===== config.mk =====
export PLATFORM = sky130hd
export DESIGN_NAME = mss_cell
export DESIGN_NICKNAME = d
export VERILOG_FILES = /design/src/design/mesh_shear_sort_assert.svh /design/src/design/mss_pkg.sv /design/src/design/mss_cell.sv
export SDC_FILE = /design/constraint.sdc
export NUM_CORES = 1
export LEC_CHECK = 0
export BUFFER_PORTS_ARGS = -buffer_cell sky130_fd_sc_hd__buf_2
export CORE_MARGIN = 2
export CORE_UTILIZATION = 47
export CTS_CLUSTER_SIZE = 12
export DETAILED_ROUTE_END_ITERATION = 8
export GPL_TIMING_DRIVEN = 0
export PLACE_DENSITY = 0.8
export SLEW_MARGIN = 10
export SYNTH_ARGS = -nofsm -noshare
export SYNTH_HDL_FRONTEND = slang
export SYNTH_SLANG_ARGS = --single-unit

===== constraint.sdc =====
create_clock -name clock -period 3.7 [get_ports clock]
set_input_delay 0.925 -clock clock [delete_from_list [all_inputs] [get_ports clock]]
set_output_delay 0.925 -clock clock [all_outputs]
set_load 0.02 [all_outputs]

===== src/design/mesh_shear_sort_assert.svh =====
// Assertion macros used by the shearsort sequencer RTL.
`ifndef MESH_SHEAR_SORT_ASSERT_SVH
`define MESH_SHEAR_SORT_ASSERT_SVH

// Property must hold at every rising clock edge outside reset.
`define MSS_ASSERT(lbl, prop, msg) \
   lbl: assert property (@(posedge clock) disable iff (reset) prop) else $error(msg);

// Condition must never be true outside reset.
`define MSS_NEVER(lbl, cond, msg) \
   `MSS_ASSERT(lbl, !(cond), msg)

`endif


===== src/design/mss_pkg.sv =====
// Package: sizes, types and helpers for the shearsort mesh.
`default_nettype none
package mss_pkg;
   localparam int MAX_SIDE    = 8;
   localparam int VALUE_WIDTH = 32;
   localparam int CFG_W       = 4;
   localparam int MAX_CELLS   = MAX_SIDE * MAX_SIDE;
   localparam int SIDE_W      = $clog2(MAX_SIDE + 1);
   localparam int CNT_W       = $clog2(MAX_CELLS + 1);
   localparam int PHASE_W     = $clog2(CNT_W + 2);
   localparam logic [CFG_W-1:0] SIDE_RESET = CFG_W'(8);

   typedef logic signed [VALUE_WIDTH-1:0] value_type;

   typedef enum logic [1:0] {
      ST_LOAD,
      ST_SORT,
      ST_DRAIN
   } state_type;

   // Broadcast control from the sequencer to the cell array.
   typedef struct packed {
      logic              shift;
      logic              exch;
      logic              parity;
      logic              row_phase;
      logic [SIDE_W-1:0] side;
   } mss_ctl_type;

   // Per-cell control.
   typedef struct packed {
      logic shift;
      logic exch;
      logic keep_min;
   } cell_ctl_type;

   // Clamp the register to 1..MAX_SIDE.
   function automatic logic [SIDE_W-1:0] live_side(input logic [CFG_W-1:0] cfg);
      logic [SIDE_W-1:0] s;
      s = SIDE_W'(cfg);
      if (cfg == '0) begin
         s = SIDE_W'(1);
      end else if (32'(cfg) > MAX_SIDE) begin
         s = SIDE_W'(MAX_SIDE);
      end
      return s;
   endfunction

   // ceil(log2(cells)) + 1
   function automatic logic [PHASE_W-1:0] phase_total(input logic [CNT_W-1:0] cells);
      logic [PHASE_W-1:0] steps;
      steps = '0;
      for (int i = 0; i <= CNT_W; i++) begin
         if ((32'd1 << i) < 32'(cells)) begin
            steps = PHASE_W'(i + 1);
         end
      end
      return steps + PHASE_W'(1);
   endfunction
endpackage
`default_nettype wire


===== src/design/mss_cell.sv =====
// One mesh cell: shift-chain stage plus compare-exchange with a neighbor.
`default_nettype none
module mss_cell import mss_pkg::*; (
   input  wire logic         clock,
   input  cell_ctl_type      ctl,
   input  value_type         shift_in,
   input  value_type         partner,
   output value_type         value
);
   value_type val_ff, val_in;
   logic      lt;

   assign lt = partner < val_ff;

   always_comb begin
      val_in = val_ff;
      if (ctl.shift) begin
         val_in = shift_in;
      end else if (ctl.exch) begin
         if (ctl.keep_min) begin
            val_in = lt ? partner : val_ff;
         end else begin
            val_in = lt ? val_ff : partner;
         end
      end
   end

   always_ff @(posedge clock) begin
      val_ff <= val_in;
   end

   assign value = val_ff;
endmodule
`default_nettype wire


==> flow_summary.toml <==
[setup_path]
worstSetupPathDepth = 8
slowest_delay_ns = 0.77
cp.arrival_ns = 3.22
critPathTopFamily = "compound AO/OA/AOI/OAI gates"
critPathSlowestCell = "sky130_fd_sc_hd__a2111o_2"
critical_path_cell_by_cell = "buf_2 -> ha_1 -> nand4_2 -> nor4_2 -> nand4_1 -> a31oi_1 -> mux2i_1 -> a2111o_2"
end_kind = "flop"
r2r_slack_ns = 0.76
critical_path.n_buffers_inverters = 1
startpoint = "partner[31]"
startpoint_type = "input port"
reg2reg_capture_point = "value[17]"
timing.setup.critical_path_class = "input port to flop"
cp_data_required_time_ns = 3.63
reg2reg_from = "value[31]"
worstSetupEndpoint = "value[17]"
largest_driver_fanout_on_the_critical_path = 32
r2r_cells = 8

[drt]
vias_per_cell = 5.12
detail_route.wl_per_cell_um = 13.7
num_vias = 1746
final_antenna_net_count = 0
detail_route.drc_violations = 0
detail_route.wirelength_um = 4660
drt_pass1_iterations = 4
detailedRoute.firstIterationViolations = 79

[sta]
setup_viol = 0
timing.final.crit_share_pct = 89.1
setup_repair_after_global_routing_missed_its_margin = "no"
maxSlewHeadroom_pct = 51.3
fin_worst_skew_ns = 0.00360
hold_viol_final = 0
timing.setup.tns_ns = 0
worstMarginPinSlew_ns = 0.731
period_needed_ns = 3.30
clock.fmax_ghz = 0.303
final_critical_path_setup_slack_ns = 0.405
maxSlewViolCount = 0
fin_hold_ws_ns = 0.942

[final_layout]
largest_register_ff_count = 32
layout_commonest_cell = "sky130_fd_sc_hd__buf_2"
drive_gt1_share_pct = 48.8
layout.cells.non_filler = 341
layout.nets = 387
antennaDiodeCount = 0
area.growth.synth_to_final_pct = 28.9
finish.utilization_pct = 63.9
mostFrequentLayoutCells = "sky130_fd_sc_hd__buf_2, sky130_fd_sc_hd__inv_1, sky130_fd_sc_hd__mux2_2, sky130_fd_sc_hd__edfxtp_1, sky130_fd_sc_hd__ha_1"

[grt]
global_route_wire_length_before_repair_um = 7500
grt_max_degree = 33
initial_antenna_violation_count = 0
combined_global_route_utilization_of_all_metal_layers_pct = 18.8
grt_pass1_vias = 1771
grt.overflow.total = 0

[synth]
yosys.area_share.simple_pct = 8.13
synthAdderAreaFrac_pct = 17.6
mappedNetlistNets = 282
synth-compound-area-share_pct = 7.28
synth_area_mm2 = 0.00220
post_synth_xor_xnor_area_pct = 0
synth.yosys.seq_area_share_pct = 43.7
synth_edf_count = 32
synthesis.instances = 183
yosysUniqueCellTypes = 35
yosys_warnings = 0
yosys-mux-area-fraction_pct = 16.8
synthArstFlopShare_pct = 0
synthFlopType = "sky130_fd_sc_hd__edfxtp_1"
synth.ff_latch_count = 32
synth_top_family_by_area = "adder cells"
avgSynthCellArea_um2 = 12.0

[cts]
cts.clk_slew.worst_paths_ns = 0.07
clk_root_buffer_cell = "sky130_fd_sc_hd__clkbuf_8"
htree_levels = 2
post_cts_hold_buffer_count = 0
cts_tree = "yes"
postCtsSetupBuffers = 0
clock_insertion_delay_worst_skew_ns = 0.28
cts_repair_resize_count = 0
max-clock-path-buffers = 2
tritoncts.num_buffers = 5
clock-sinks = 32

[floorplan]
placeableCoreArea_mm2 = 0.00444
boundaryPins = 100
placementRows = 24
die_area_mm2 = 0.00525
die-width_um = 72.4
die_y_um = 72.4
initial_utilization_pct = 49.5

[run]
cap_viol_max_count = 0

[placement]
number_of_placed_instances_with_taps_included = 333
detailed_place_hpwl_um = 3760
post-place-ws_ns = 0.119
finalWeightedCongestion = 0.756
portBuffers = 98

[outcome]
status = "complete, no violations"

[power_and_ir_drop]
static_leakage_nw = 1.40
vdd.ir_drop.worst_mv = 0.224
power_per_cell_area_mw_per_mm2 = 359

[worst_hold_path]
min-delay-path-class = "input port to flop"
## metal layers
metal / routed length, um / vias to the layer above / global-route usage (%)
met1: 2060 / 788 / 22.2
li1: - / 887 / -
met4: 91 / 0 / 6.58
met2: 2280 / 61 / 33.5
met3: 223 / 10 / 4.17
met5: 0 / - / 0
## final cells by class
cell class,instances,area [um2]
Multi-Input combinational cell,113,1100
Fill cell,371,1610
Buffer,4,15.0
Tap cell,52,65.1
Clock buffer,7,76.3
Sequential cell,32,961
Inverter,34,128
Clock inverter,1,3.75
Timing Repair Buffer,98,490
## worst min path at each step
stage | startpoint | end | slack, ns | depth (start not counted)
floorplan | partner[0] | value[0] | 1.14 | 1
global placement | shift_in[19] | value[19] | 1.23 | 2
detailed placement | shift_in[25] | value[25] | 1.23 | 2
CTS | shift_in[10] | value[10] | 0.93 | 2
global route | shift_in[27] | value[27] | 0.94 | 2
finish | shift_in[4] | value[4] | 0.94 | 2
## cell usage after synthesis (all sizes together), types with 2 or more instances
| cell type | number | area share [%] |
|---|---|---|
| nand4 | 5 | 2.4 |
| inv | 34 | 5.8 |
| o211ai | 2 | 0.68 |
| nor2 | 4 | 0.68 |
| ha | 31 | 18 |
| a31oi | 3 | 0.85 |
| a211oi | 2 | 0.68 |
| and4 | 2 | 0.80 |
| a21oi | 5 | 1.1 |
| mux2 | 32 | 16 |
| nand2 | 4 | 0.68 |
| clkbuf | 4 | 0.68 |
| edfxtp | 32 | 44 |
| o21ai | 3 | 0.68 |
| and2 | 3 | 0.85 |
## kinds of logic (layout without fill, tap and decap cells)
logic type	Yosys count	in the layout
buffers and inverters	38	144
and+or+nand+nor	26	26
AOI/OAI and AO/OA	23	23
DFF	32	32
adders and majority gates	31	31
muxes	33	33
## report_power, final
group	leakage (nW)	total, W	internal, W	switching (W)
logic	1.04	0.000293	0.000128	0.000166
clock network	0.0399	0.000260	0.000131	0.000129
registers	0.319	0.000466	0.000449	0.0000168
total	1.40	0.00102	0.000708	0.000311
## through the flow
step / instance area (um2) / power (W)
final: 2840 / 0.00102
after global routing: 2840 / 0.00108
after CTS: 2840 / 0.00103
after detailed placement: 2760 / 0.000771
after global placement: 2760 / 0.000761
after floorplan: 2200 / 0.000662
## worst reg2reg max path: stages, from the launching register on
cell and delay (ns):
sky130_fd_sc_hd__edfxtp_1 0.35, sky130_fd_sc_hd__inv_1 0.05, sky130_fd_sc_hd__ha_1 0.31, sky130_fd_sc_hd__nand4_2 0.18, sky130_fd_sc_hd__nor4_2 0.40, sky130_fd_sc_hd__nand4_1 0.17, sky130_fd_sc_hd__a31oi_1 0.23, sky130_fd_sc_hd__mux2i_1 0.11
sky130_fd_sc_hd__a2111o_2 0.77
No activity file was read; power rests on OpenSTA's default activity.
