[src/design/mesh_shear_sort_assert.svh]
// Assertion macros used by the shearsort sequencer RTL.
`ifndef MESH_SHEAR_SORT_ASSERT_SVH
`define MESH_SHEAR_SORT_ASSERT_SVH

// Property must hold at every rising clock edge outside reset.
`define MSS_ASSERT(lbl, prop, msg) \
   lbl: assert property (@(posedge clock) disable iff (reset) prop) else $error(msg);

// Condition must never be true outside reset.
`define MSS_NEVER(lbl, cond, msg) \
   `MSS_ASSERT(lbl, !(cond), msg)

`endif

[src/design/mss_pkg.sv]
// Package: sizes, types and helpers for the shearsort mesh.
`default_nettype none
package mss_pkg;
   localparam int MAX_SIDE    = 8;
   localparam int VALUE_WIDTH = 32;
   localparam int CFG_W       = 4;
   localparam int MAX_CELLS   = MAX_SIDE * MAX_SIDE;
   localparam int SIDE_W      = $clog2(MAX_SIDE + 1);
   localparam int CNT_W       = $clog2(MAX_CELLS + 1);
   localparam int PHASE_W     = $clog2(CNT_W + 2);
   localparam logic [CFG_W-1:0] SIDE_RESET = CFG_W'(8);

   typedef logic signed [VALUE_WIDTH-1:0] value_type;

   typedef enum logic [1:0] {
      ST_LOAD,
      ST_SORT,
      ST_DRAIN
   } state_type;

   // Broadcast control from the sequencer to the cell array.
   typedef struct packed {
      logic              shift;
      logic              exch;
      logic              parity;
      logic              row_phase;
      logic [SIDE_W-1:0] side;
   } mss_ctl_type;

   // Per-cell control.
   typedef struct packed {
      logic shift;
      logic exch;
      logic keep_min;
   } cell_ctl_type;

   // Clamp the register to 1..MAX_SIDE.
   function automatic logic [SIDE_W-1:0] live_side(input logic [CFG_W-1:0] cfg);
      logic [SIDE_W-1:0] s;
      s = SIDE_W'(cfg);
      if (cfg == '0) begin
         s = SIDE_W'(1);
      end else if (32'(cfg) > MAX_SIDE) begin
         s = SIDE_W'(MAX_SIDE);
      end
      return s;
   endfunction

   // ceil(log2(cells)) + 1
   function automatic logic [PHASE_W-1:0] phase_total(input logic [CNT_W-1:0] cells);
      logic [PHASE_W-1:0] steps;
      steps = '0;
      for (int i = 0; i <= CNT_W; i++) begin
         if ((32'd1 << i) < 32'(cells)) begin
            steps = PHASE_W'(i + 1);
         end
      end
      return steps + PHASE_W'(1);
   endfunction
endpackage
`default_nettype wire

[src/design/mss_ctrl.sv]
// Sequencer: load, sort phases, drain; holds the side register.
`default_nettype none
module mss_ctrl import mss_pkg::*; (
   input  wire logic             clock,
   input  wire logic             reset,
   input  wire logic             req_valid,
   output logic                  req_ready,
   output logic                  rsp_valid,
   input  wire logic             rsp_ready,
   output logic                  rsp_last,
   input  wire logic             csr_valid,
   input  wire logic [CFG_W-1:0] csr_data,
   output mss_ctl_type           ctl
);
   `include "mesh_shear_sort_assert.svh"

   state_type          state_ff, state_in;
   logic [CNT_W-1:0]   count_ff, count_in;
   logic [SIDE_W-1:0]  step_ff, step_in;
   logic [PHASE_W-1:0] phase_ff, phase_in;
   logic [CFG_W-1:0]   side_ff, side_in;
   logic [SIDE_W-1:0]  side;
   logic [CNT_W-1:0]   cells, last_cnt;
   logic [PHASE_W-1:0] ptot;
   logic               req_fire, rsp_fire, step_end, sort_end;

   assign side     = live_side(side_ff);
   assign cells    = CNT_W'(side) * CNT_W'(side);
   assign last_cnt = cells - CNT_W'(1);
   assign ptot     = phase_total(cells);
   assign req_fire = req_valid && req_ready;
   assign rsp_fire = rsp_valid && rsp_ready;
   assign step_end = step_ff == side - SIDE_W'(1);
   assign sort_end = step_end && (phase_ff == ptot - PHASE_W'(1));

   // next state
   always_comb begin
      state_in = state_ff;
      if (csr_valid) begin
         state_in = ST_LOAD;
      end else begin
         case (state_ff)
            ST_LOAD: begin
               if (req_fire && count_ff == last_cnt) state_in = ST_SORT;
            end
            ST_SORT: begin
               if (sort_end) state_in = ST_DRAIN;
            end
            ST_DRAIN: begin
               if (rsp_fire && count_ff == last_cnt) state_in = ST_LOAD;
            end
            default: state_in = ST_LOAD;
         endcase
      end
   end

   // counters and side register
   always_comb begin
      side_in  = csr_valid ? csr_data : side_ff;
      count_in = count_ff;
      step_in  = '0;
      phase_in = '0;
      if (csr_valid) begin
         count_in = '0;
      end else if (req_fire || rsp_fire) begin
         count_in = (count_ff == last_cnt) ? '0 : count_ff + CNT_W'(1);
      end
      if (!csr_valid && state_ff == ST_SORT) begin
         step_in  = step_end ? '0 : step_ff + SIDE_W'(1);
         phase_in = step_end ? (sort_end ? '0 : phase_ff + PHASE_W'(1)) : phase_ff;
      end
   end

   // outputs
   always_comb begin
      req_ready     = state_ff == ST_LOAD;
      rsp_valid     = state_ff == ST_DRAIN;
      rsp_last      = (state_ff == ST_DRAIN) && (count_ff == last_cnt);
      ctl.shift     = req_fire || rsp_fire;
      ctl.exch      = state_ff == ST_SORT;
      ctl.parity    = step_ff[0];
      ctl.row_phase = !phase_ff[0];
      ctl.side      = side;
   end

   always_ff @(posedge clock) begin
      if (reset) begin
         state_ff <= ST_LOAD;
         count_ff <= '0;
         step_ff  <= '0;
         phase_ff <= '0;
         side_ff  <= SIDE_RESET;
      end else begin
         state_ff <= state_in;
         count_ff <= count_in;
         step_ff  <= step_in;
         phase_ff <= phase_in;
         side_ff  <= side_in;
      end
   end

   `MSS_NEVER(a_ready_and_valid, req_ready && rsp_valid, "load and drain overlap")
   `MSS_ASSERT(a_step_range, (state_ff == ST_SORT) |-> (step_ff < side && phase_ff < ptot), "sort counters out of range")
   `MSS_ASSERT(a_count_range, (state_ff != ST_SORT) |-> (count_ff < cells), "element count out of range")
   `MSS_ASSERT(a_drain_done, (state_ff == ST_DRAIN && rsp_fire && rsp_last && !csr_valid) |=> (state_ff == ST_LOAD && count_ff == '0), "drain did not return to load")
endmodule
`default_nettype wire

[config.mk]
export PLATFORM = sky130hd
export DESIGN_NAME = mss_ctrl
export DESIGN_NICKNAME = d
export VERILOG_FILES = /design/src/design/mss_pkg.sv /design/src/design/mss_ctrl.sv
export VERILOG_INCLUDE_DIRS = /design/src /design/src/design
export SDC_FILE = /design/constraint.sdc
export NUM_CORES = 1
export LEC_CHECK = 0
export ABC_AREA = 1
export BUFFER_PORTS_ARGS = -buffer_cell sky130_fd_sc_hd__buf_4
export CAP_MARGIN = 20
export CELL_PAD_IN_SITES_DETAIL_PLACEMENT = 1
export CELL_PAD_IN_SITES_GLOBAL_PLACEMENT = 2
export CORE_UTILIZATION = 32
export DETAILED_ROUTE_END_ITERATION = 8
export HOLD_SLACK_MARGIN = 0.08
export PLACE_DENSITY_LB_ADDON = 0.15
export RECOVER_POWER = 50
export SLEW_MARGIN = 5
export SYNTH_ARGS = -nofsm -noshare
export SYNTH_HDL_FRONTEND = slang
export SYNTH_SLANG_ARGS = --single-unit
[constraint.sdc]
create_clock -name clock -period 3.65 [get_ports clock]
set_input_delay 0.73 -clock clock [delete_from_list [all_inputs] [get_ports clock]]
set_output_delay 0.73 -clock clock [all_outputs]
set_load 0.02 [all_outputs]
==> results.ini, run 1 <==
[yosys]
netlist.area_leader.share_pct=27.7
synth_warnings=0
yosysSeqAreaShare_pct=27.7
synth_seq_cells=21
synth_edf_count=0
synth.cell_area_um2=1520
yosysMostFrequentCell=nand2_1
synth_common_cells=nand2_1, nor2_1, inv_1, dfxtp_1, nand3_1
yosysTopAreaCell=dfxtp_1
postSynthCellCount=220
synth_flop_cell=dfxtp_1
ys_top_cells_by_area=dfxtp_1, nand2_1, ha_1
syn_avg_cell_area_um2=6.91
postSynth.asyncResetShare_pct=0
synth.distinct_cells=29

[clocking]
clk_latency_ns=0.26
clock_path_buffers=2
numCtsBuffers=3
clkTransAtPathRegs_ns=0.08
clockRootBuffer=clkbuf_8
cts_tree=yes
hold_buffers=0
cts.sinks=21
cts_max_level=1

[global_routing]
grt_max_degree=12
grt_pass1_wl_um=6320
antenna_found_initial=0
grt-ovfl-total=0
grt.total_usage_pct=16.2
grt_pass1_vias=1394

[worst_setup_path]
critPathRequiredTime_ns=2.92
critical-path-max-stage-delay_ns=0.33
crit_type=reg -> out
cp_num_buf_inv=4
path_max_fanout=4
crit_slowest_cell=dfxtp_1
cp-end-kind=primary output
cp.arrival_ns=2.73
crit_chain=inv_1, nand2_2, inv_1, ha_1, ha_1, inv_1, or2_2, nand2_1, xor2_1, nor3_2, nand2_1, nor3_2, nand2_2, nor3_2, buf_4
critPathTopFamily=simple AND/OR/NAND/NOR gates
start_kind=register

[drt]
vias=1409
drt_wl_total_um=3770
first_pass_iters=6
drt_iter0_drc=35
viasPerCell=4.70
drc=0
post_drt_wl_per_cell_um=12.6
detail-route-antenna-nets=0

[placement]
dp_hpwl_um=3060
placed_area_um2=1730
place_congestion=0.741
io_buffers=19
dp_cells=291

[status]
status=complete, no violations

[sta]
finalClockSkew_ns=0.00414
setup_viol=0
final-hold-violation-count=0
min_period_ns=3.46
slew_viol_final=0
fmax_mhz=289
min_period_over_period_pct=94.8

[cells_and_area]
antenna_cells=0
stdcell_area_um2=1800
ff_latch_area_um2=422
nFillCells=579
drive_gt1_share_pct=20.2
nets=268
final_util_pct=40.2
final_cells=300
multi_input_area_um2=998
area_growth_pct=18.2

[floorplanning]
die_area_um2=5030
coreArea_um2=4470
start_util_pct=34.0
die_height_um=70.9
ios=20
chipWidth_um=70.9
rows=24

[pwr]
leakage_nw=0.784
p_per_area_nw_per_um2=275
vdd_ir_drop_max_v=0.000107

[job]
drv_cap=0

[hold_path]
hold_path.class=reg -> reg

[cells by family after synthesis]
kind of cell               count (synthesis)  synth area share [%]
AOI/OAI and AO/OA                         23                  8.64
xor gates and xnor gates                  19                  11.4
adders and majority gates                 10                  8.23
buffers and inverters                     30                  7.65
DFF                                       21                  27.7
other                                      1                 0.247
and+or+nand+nor                          116                  36.1
[layout make-up]
cell class | count | area share [%]
clock buffers | 4 | 2.51
inverters | 28 | 5.85
multi-input cells | 170 | 55.6
flip-flops and latches | 21 | 23.5
well taps | 52 | 3.62
repair buffers | 25 | 8.98
[power breakdown]
part           total [W]  leakage [nW]  switching (W)  internal (W)
sequential      0.000237         0.171     0.00000376      0.000233
clock           0.000155        0.0228      0.0000776     0.0000779
combinational   0.000103         0.590      0.0000640     0.0000386
[path summary, 6_finish.rpt]
path | depth (start not counted) | slack (ns) | to | from
setup / recovery | 15 | 0.19 | rsp_last | side_ff[3]
hold / removal | 1 | 0.49 | step_ff[0] | step_ff[0]
hold reg to reg | 1 | 0.49 | step_ff[0] | step_ff[0]
setup reg to reg | 16 | 0.92 | count_ff[4] | side_ff[3]
[what timing repair did]
action / in CTS / in global routing
setup buffers: 1 / 4
hold endpoints to repair: 0 / 0
pin swaps: 1 / 3
endpoints found under the setup margin: 1 / 1
resized for setup: 0 / 5
[layout by cell type, fill, tap and decap left out, drive strengths merged]
master / synthesis / layout
xnor2: 4 / 4
xor2: 15 / 15
clkbuf: 1 / 11
ha: 10 / 10
nand4: 4 / 4
nor2: 34 / 34
nor3: 5 / 5
inv: 27 / 27
a31oi: 1 / 1
a21oi: 11 / 11
clkinv: 1 / 1
buf: 1 / 18
o21ai: 11 / 11
or2: 3 / 3
conb: 1 / 2
nand2: 52 / 52
dfxtp: 21 / 21
nand3: 18 / 18
[through the flow]
stage	TNS (ns)	hold slack, ns	setup slack [ns]	power (W)
after floorplan	0	0.451	0.202	0.000313
after global placement	0	0.497	0.369	0.000342
after detailed placement	0	0.486	0.276	0.000343
after CTS	0	0.506	0.0656	0.000503
after global routing	-0.00315	0.548	-0.00315	0.000525
final	0	0.491	0.189	0.000495
[state kept, by name (all words and copies together) (netlist names)]
| name | count |
|---|---|
| side_ff | 4 |
| phase_ff | 4 |
| step_ff | 4 |
| count_ff | 7 |
| state_ff | 2 |
[layer usage]
| metal | up-vias | share of wire [%] | track usage, % | routed length (um) |
|---|---|---|---|---|
| li1 | 747 | - | - | - |
| met5 | - | 0 | 0 | 0 |
| met1 | 645 | 49 | 21.2 | 1860 |
| met2 | 12 | 47 | 27.2 | 1790 |
| met4 | 0 | 1.1 | 4.00 | 40 |
| met3 | 5 | 2.3 | 3.13 | 86 |
Power figures use the tool's default switching activity.
==> inputs of run 2 (changes only) <==
Settings changed: CAP_MARGIN 20 to 10, CELL_PAD_IN_SITES_DETAIL_PLACEMENT 1 to not set, CELL_PAD_IN_SITES_GLOBAL_PLACEMENT 2 to not set, CORE_UTILIZATION 32 to 55.
==> run 2 against run 1 <==
Global-route usage rose by 6.6 points. Worst setup slack improved by 0.0014 ns. Via count fell by 1.3%. Register-to-register slack improved by 0.04 ns. Routed wire length fell by 20%. Die area fell by 41%. Hold slack improved by 0.031 ns. Sequential power barely moved. Cell area fell by 2.6%. Combinational power barely moved. Fmax barely moved. Critical path type unchanged. Largest cell class unchanged. Largest power group unchanged.
==> results.ini, run 2 (synthesized netlist as in run 1, its figures left out) <==
[clocking]
cts_tree=yes
hold_buffers=0  ; unchanged
numCtsBuffers=3  ; unchanged
cts_max_level=1  ; unchanged
clkTransAtPathRegs_ns=0.12  ; +0.04 ns
clockRootBuffer=clkbuf_4
clk_latency_ns=0.30  ; +0.04 ns
clock_path_buffers=2  ; unchanged
cts.sinks=21  ; unchanged

[drt]
drt_iter0_drc=23  ; -34%
drt_wl_total_um=3020  ; -20%
drc=0  ; unchanged
viasPerCell=5.02  ; +6.8%
vias=1390  ; -1.3%
first_pass_iters=4  ; -2
post_drt_wl_per_cell_um=10.9  ; -13%
detail-route-antenna-nets=0  ; unchanged

[sta]
finalClockSkew_ns=0.00346  ; -0.000687 ns
final-hold-violation-count=0  ; unchanged
hold_ws_ns=0.522  ; +0.0313 ns
rsz0062_at_grt=no
min_period_over_period_pct=94.8  ; about the same
min_period_ns=3.46  ; -0.00145 ns
fmax_mhz=289  ; about the same
finalSetupTns_ns=0  ; unchanged
setup_viol=0  ; unchanged
postLayoutSetupSlackWorst_ns=0.190  ; +0.00145 ns
slew_viol_final=0  ; unchanged

[global_routing]
grt.total_usage_pct=22.7  ; +6.6 points
grt_pass1_wl_um=4900  ; -22%
antenna_found_initial=0  ; unchanged
grt-ovfl-total=0  ; unchanged
grt_pass1_vias=1174  ; -16%
grt_max_degree=13  ; +1

[placement]
io_buffers=19  ; unchanged
place_congestion=0.847  ; +14%
dp_hpwl_um=2390  ; -22%
dp_slack_ns=0.376  ; +0.100 ns

[pwr]
p_per_area_nw_per_um2=258  ; -6.1%
vdd_ir_drop_max_v=0.000257  ; +140%
leakage_nw=0.776  ; -0.99%
p_total_w=0.000452  ; -8.6%

[hold_path]
hold_path.class=reg -> reg

[floorplanning]
rows=18  ; -25%
ios=20  ; unchanged
die_area_um2=2980  ; -41%
chipWidth_um=54.6  ; -23%
start_util_pct=59.7  ; +26 points
coreArea_um2=2540  ; -43%
die_height_um=54.6  ; -23%

[cells_and_area]
final_common_cell=nand2_1
drive_gt1_share_pct=21.1  ; +0.89 points
final_cell_mix=nand2_1, nor2_1, inv_1
antenna_cells=0  ; unchanged
area_growth_pct=15.1
largest_register_ff_count=7  ; unchanged
largest_register=count_ff
nFillCells=240  ; -59%
nets=267  ; -0.37%

[status]
status=complete, no violations

[worst_setup_path]
start_kind=register
crit_type=reg -> out
cp-end-kind=primary output
critical-path-max-stage-delay_ns=0.35  ; +0.02 ns
crit_chain=inv_1, o21ai_2, nand2_2, inv_2, ha_1, ha_2, inv_1, or2_2, nand2_1, xor2_1, nor3_2, nand2_1, nor3_2, nand2_2, nor3_2, buf_4
cp.arrival_ns=2.73  ; about the same
critPathRequiredTime_ns=2.92  ; about the same
crit_slowest_cell=dfxtp_2
path_common_cell=nor3_2
path_max_fanout=5  ; +1

[job]
drv_cap=0  ; unchanged

==> run 2: cell count changes in the layout (fill, tap and decap cells not counted), sizes merged <==
cell    delta
clkbuf     -1
clkinv     +1
buf        -1
==> run 2: metal layers <==
layer / up-vias / wire length (um) / part of all wire [%] / track usage (%)
met5: - / 0 / 0 / 0
met4: 0 / 42 / 1.4 / 6.84
met3: 4 / 95 / 3.1 / 3.61
met2: 22 / 1360 / 45 / 37.2
met1: 615 / 1530 / 51 / 30.4
li1: 749 / - / - / -
==> run 2: power by group <==
part           switching [W]  internal (W)  leakage [nW]
Combinational      0.0000633     0.0000394         0.587
Sequential        0.00000341      0.000233         0.171
Clock              0.0000722     0.0000408        0.0177
==> run 2: per-stage QoR <==
step           std cells  util, %  instance area (um^2)
3_3_place_gp         269     66.8                  1700
2_1_floorplan        221        -                  1520
3_5_place_dp         269     66.8                  1700
6_report             277     68.8                  1750
5_1_grt              277     68.8                  1750
4_1_cts              273     67.9                  1730
==> run 2: timing repair <==
| item | CTS | global route |
|---|---|---|
| gates resized for setup | 0 | 7 |
| endpoints found under the setup margin | 0 | 1 |
| endpoints found under the hold margin | 0 | 0 |
| buffers inserted | 0 | 4 |
==> run 2: cell type report <==
| type | count | area [um^2] | area share [%] |
|---|---|---|---|
| clock buffer | 3 | 22.5 | 1.29 |
| clock inverter | 1 | 5.00 | 0.286 |
| inverter | 28 | 105 | 6.00 |
| multi-input combinational | 170 | 1000 | 57.3 |
| sequential | 21 | 423 | 24.2 |
| tap | 30 | 37.5 | 2.14 |
| timing repair buffer | 24 | 154 | 8.79 |
==> run 2: worst max-delay path, delay by kind of cell, from the launching register on <==
family / cells / cell delay, ns
and+or+nand+nor: 8 / 1.01
buffers and inverters: 4 / 0.38
AOI/OAI and AO/OA: 1 / 0.08
xor gates and xnor gates: 1 / 0.07
adders and majority gates: 2 / 0.54
DFF: 1 / 0.35
==> run 2: path summary, 6_finish.rpt <==
path / startpoint / endpoint / slack [ns] / cells past startpoint
max: side_ff[0] / rsp_last / 0.19 / 16
min: count_ff[0] / count_ff[0] / 0.52 / 2
max reg2reg: side_ff[0] / count_ff[3] / 0.96 / 17
min reg2reg: count_ff[0] / count_ff[0] / 0.52 / 2
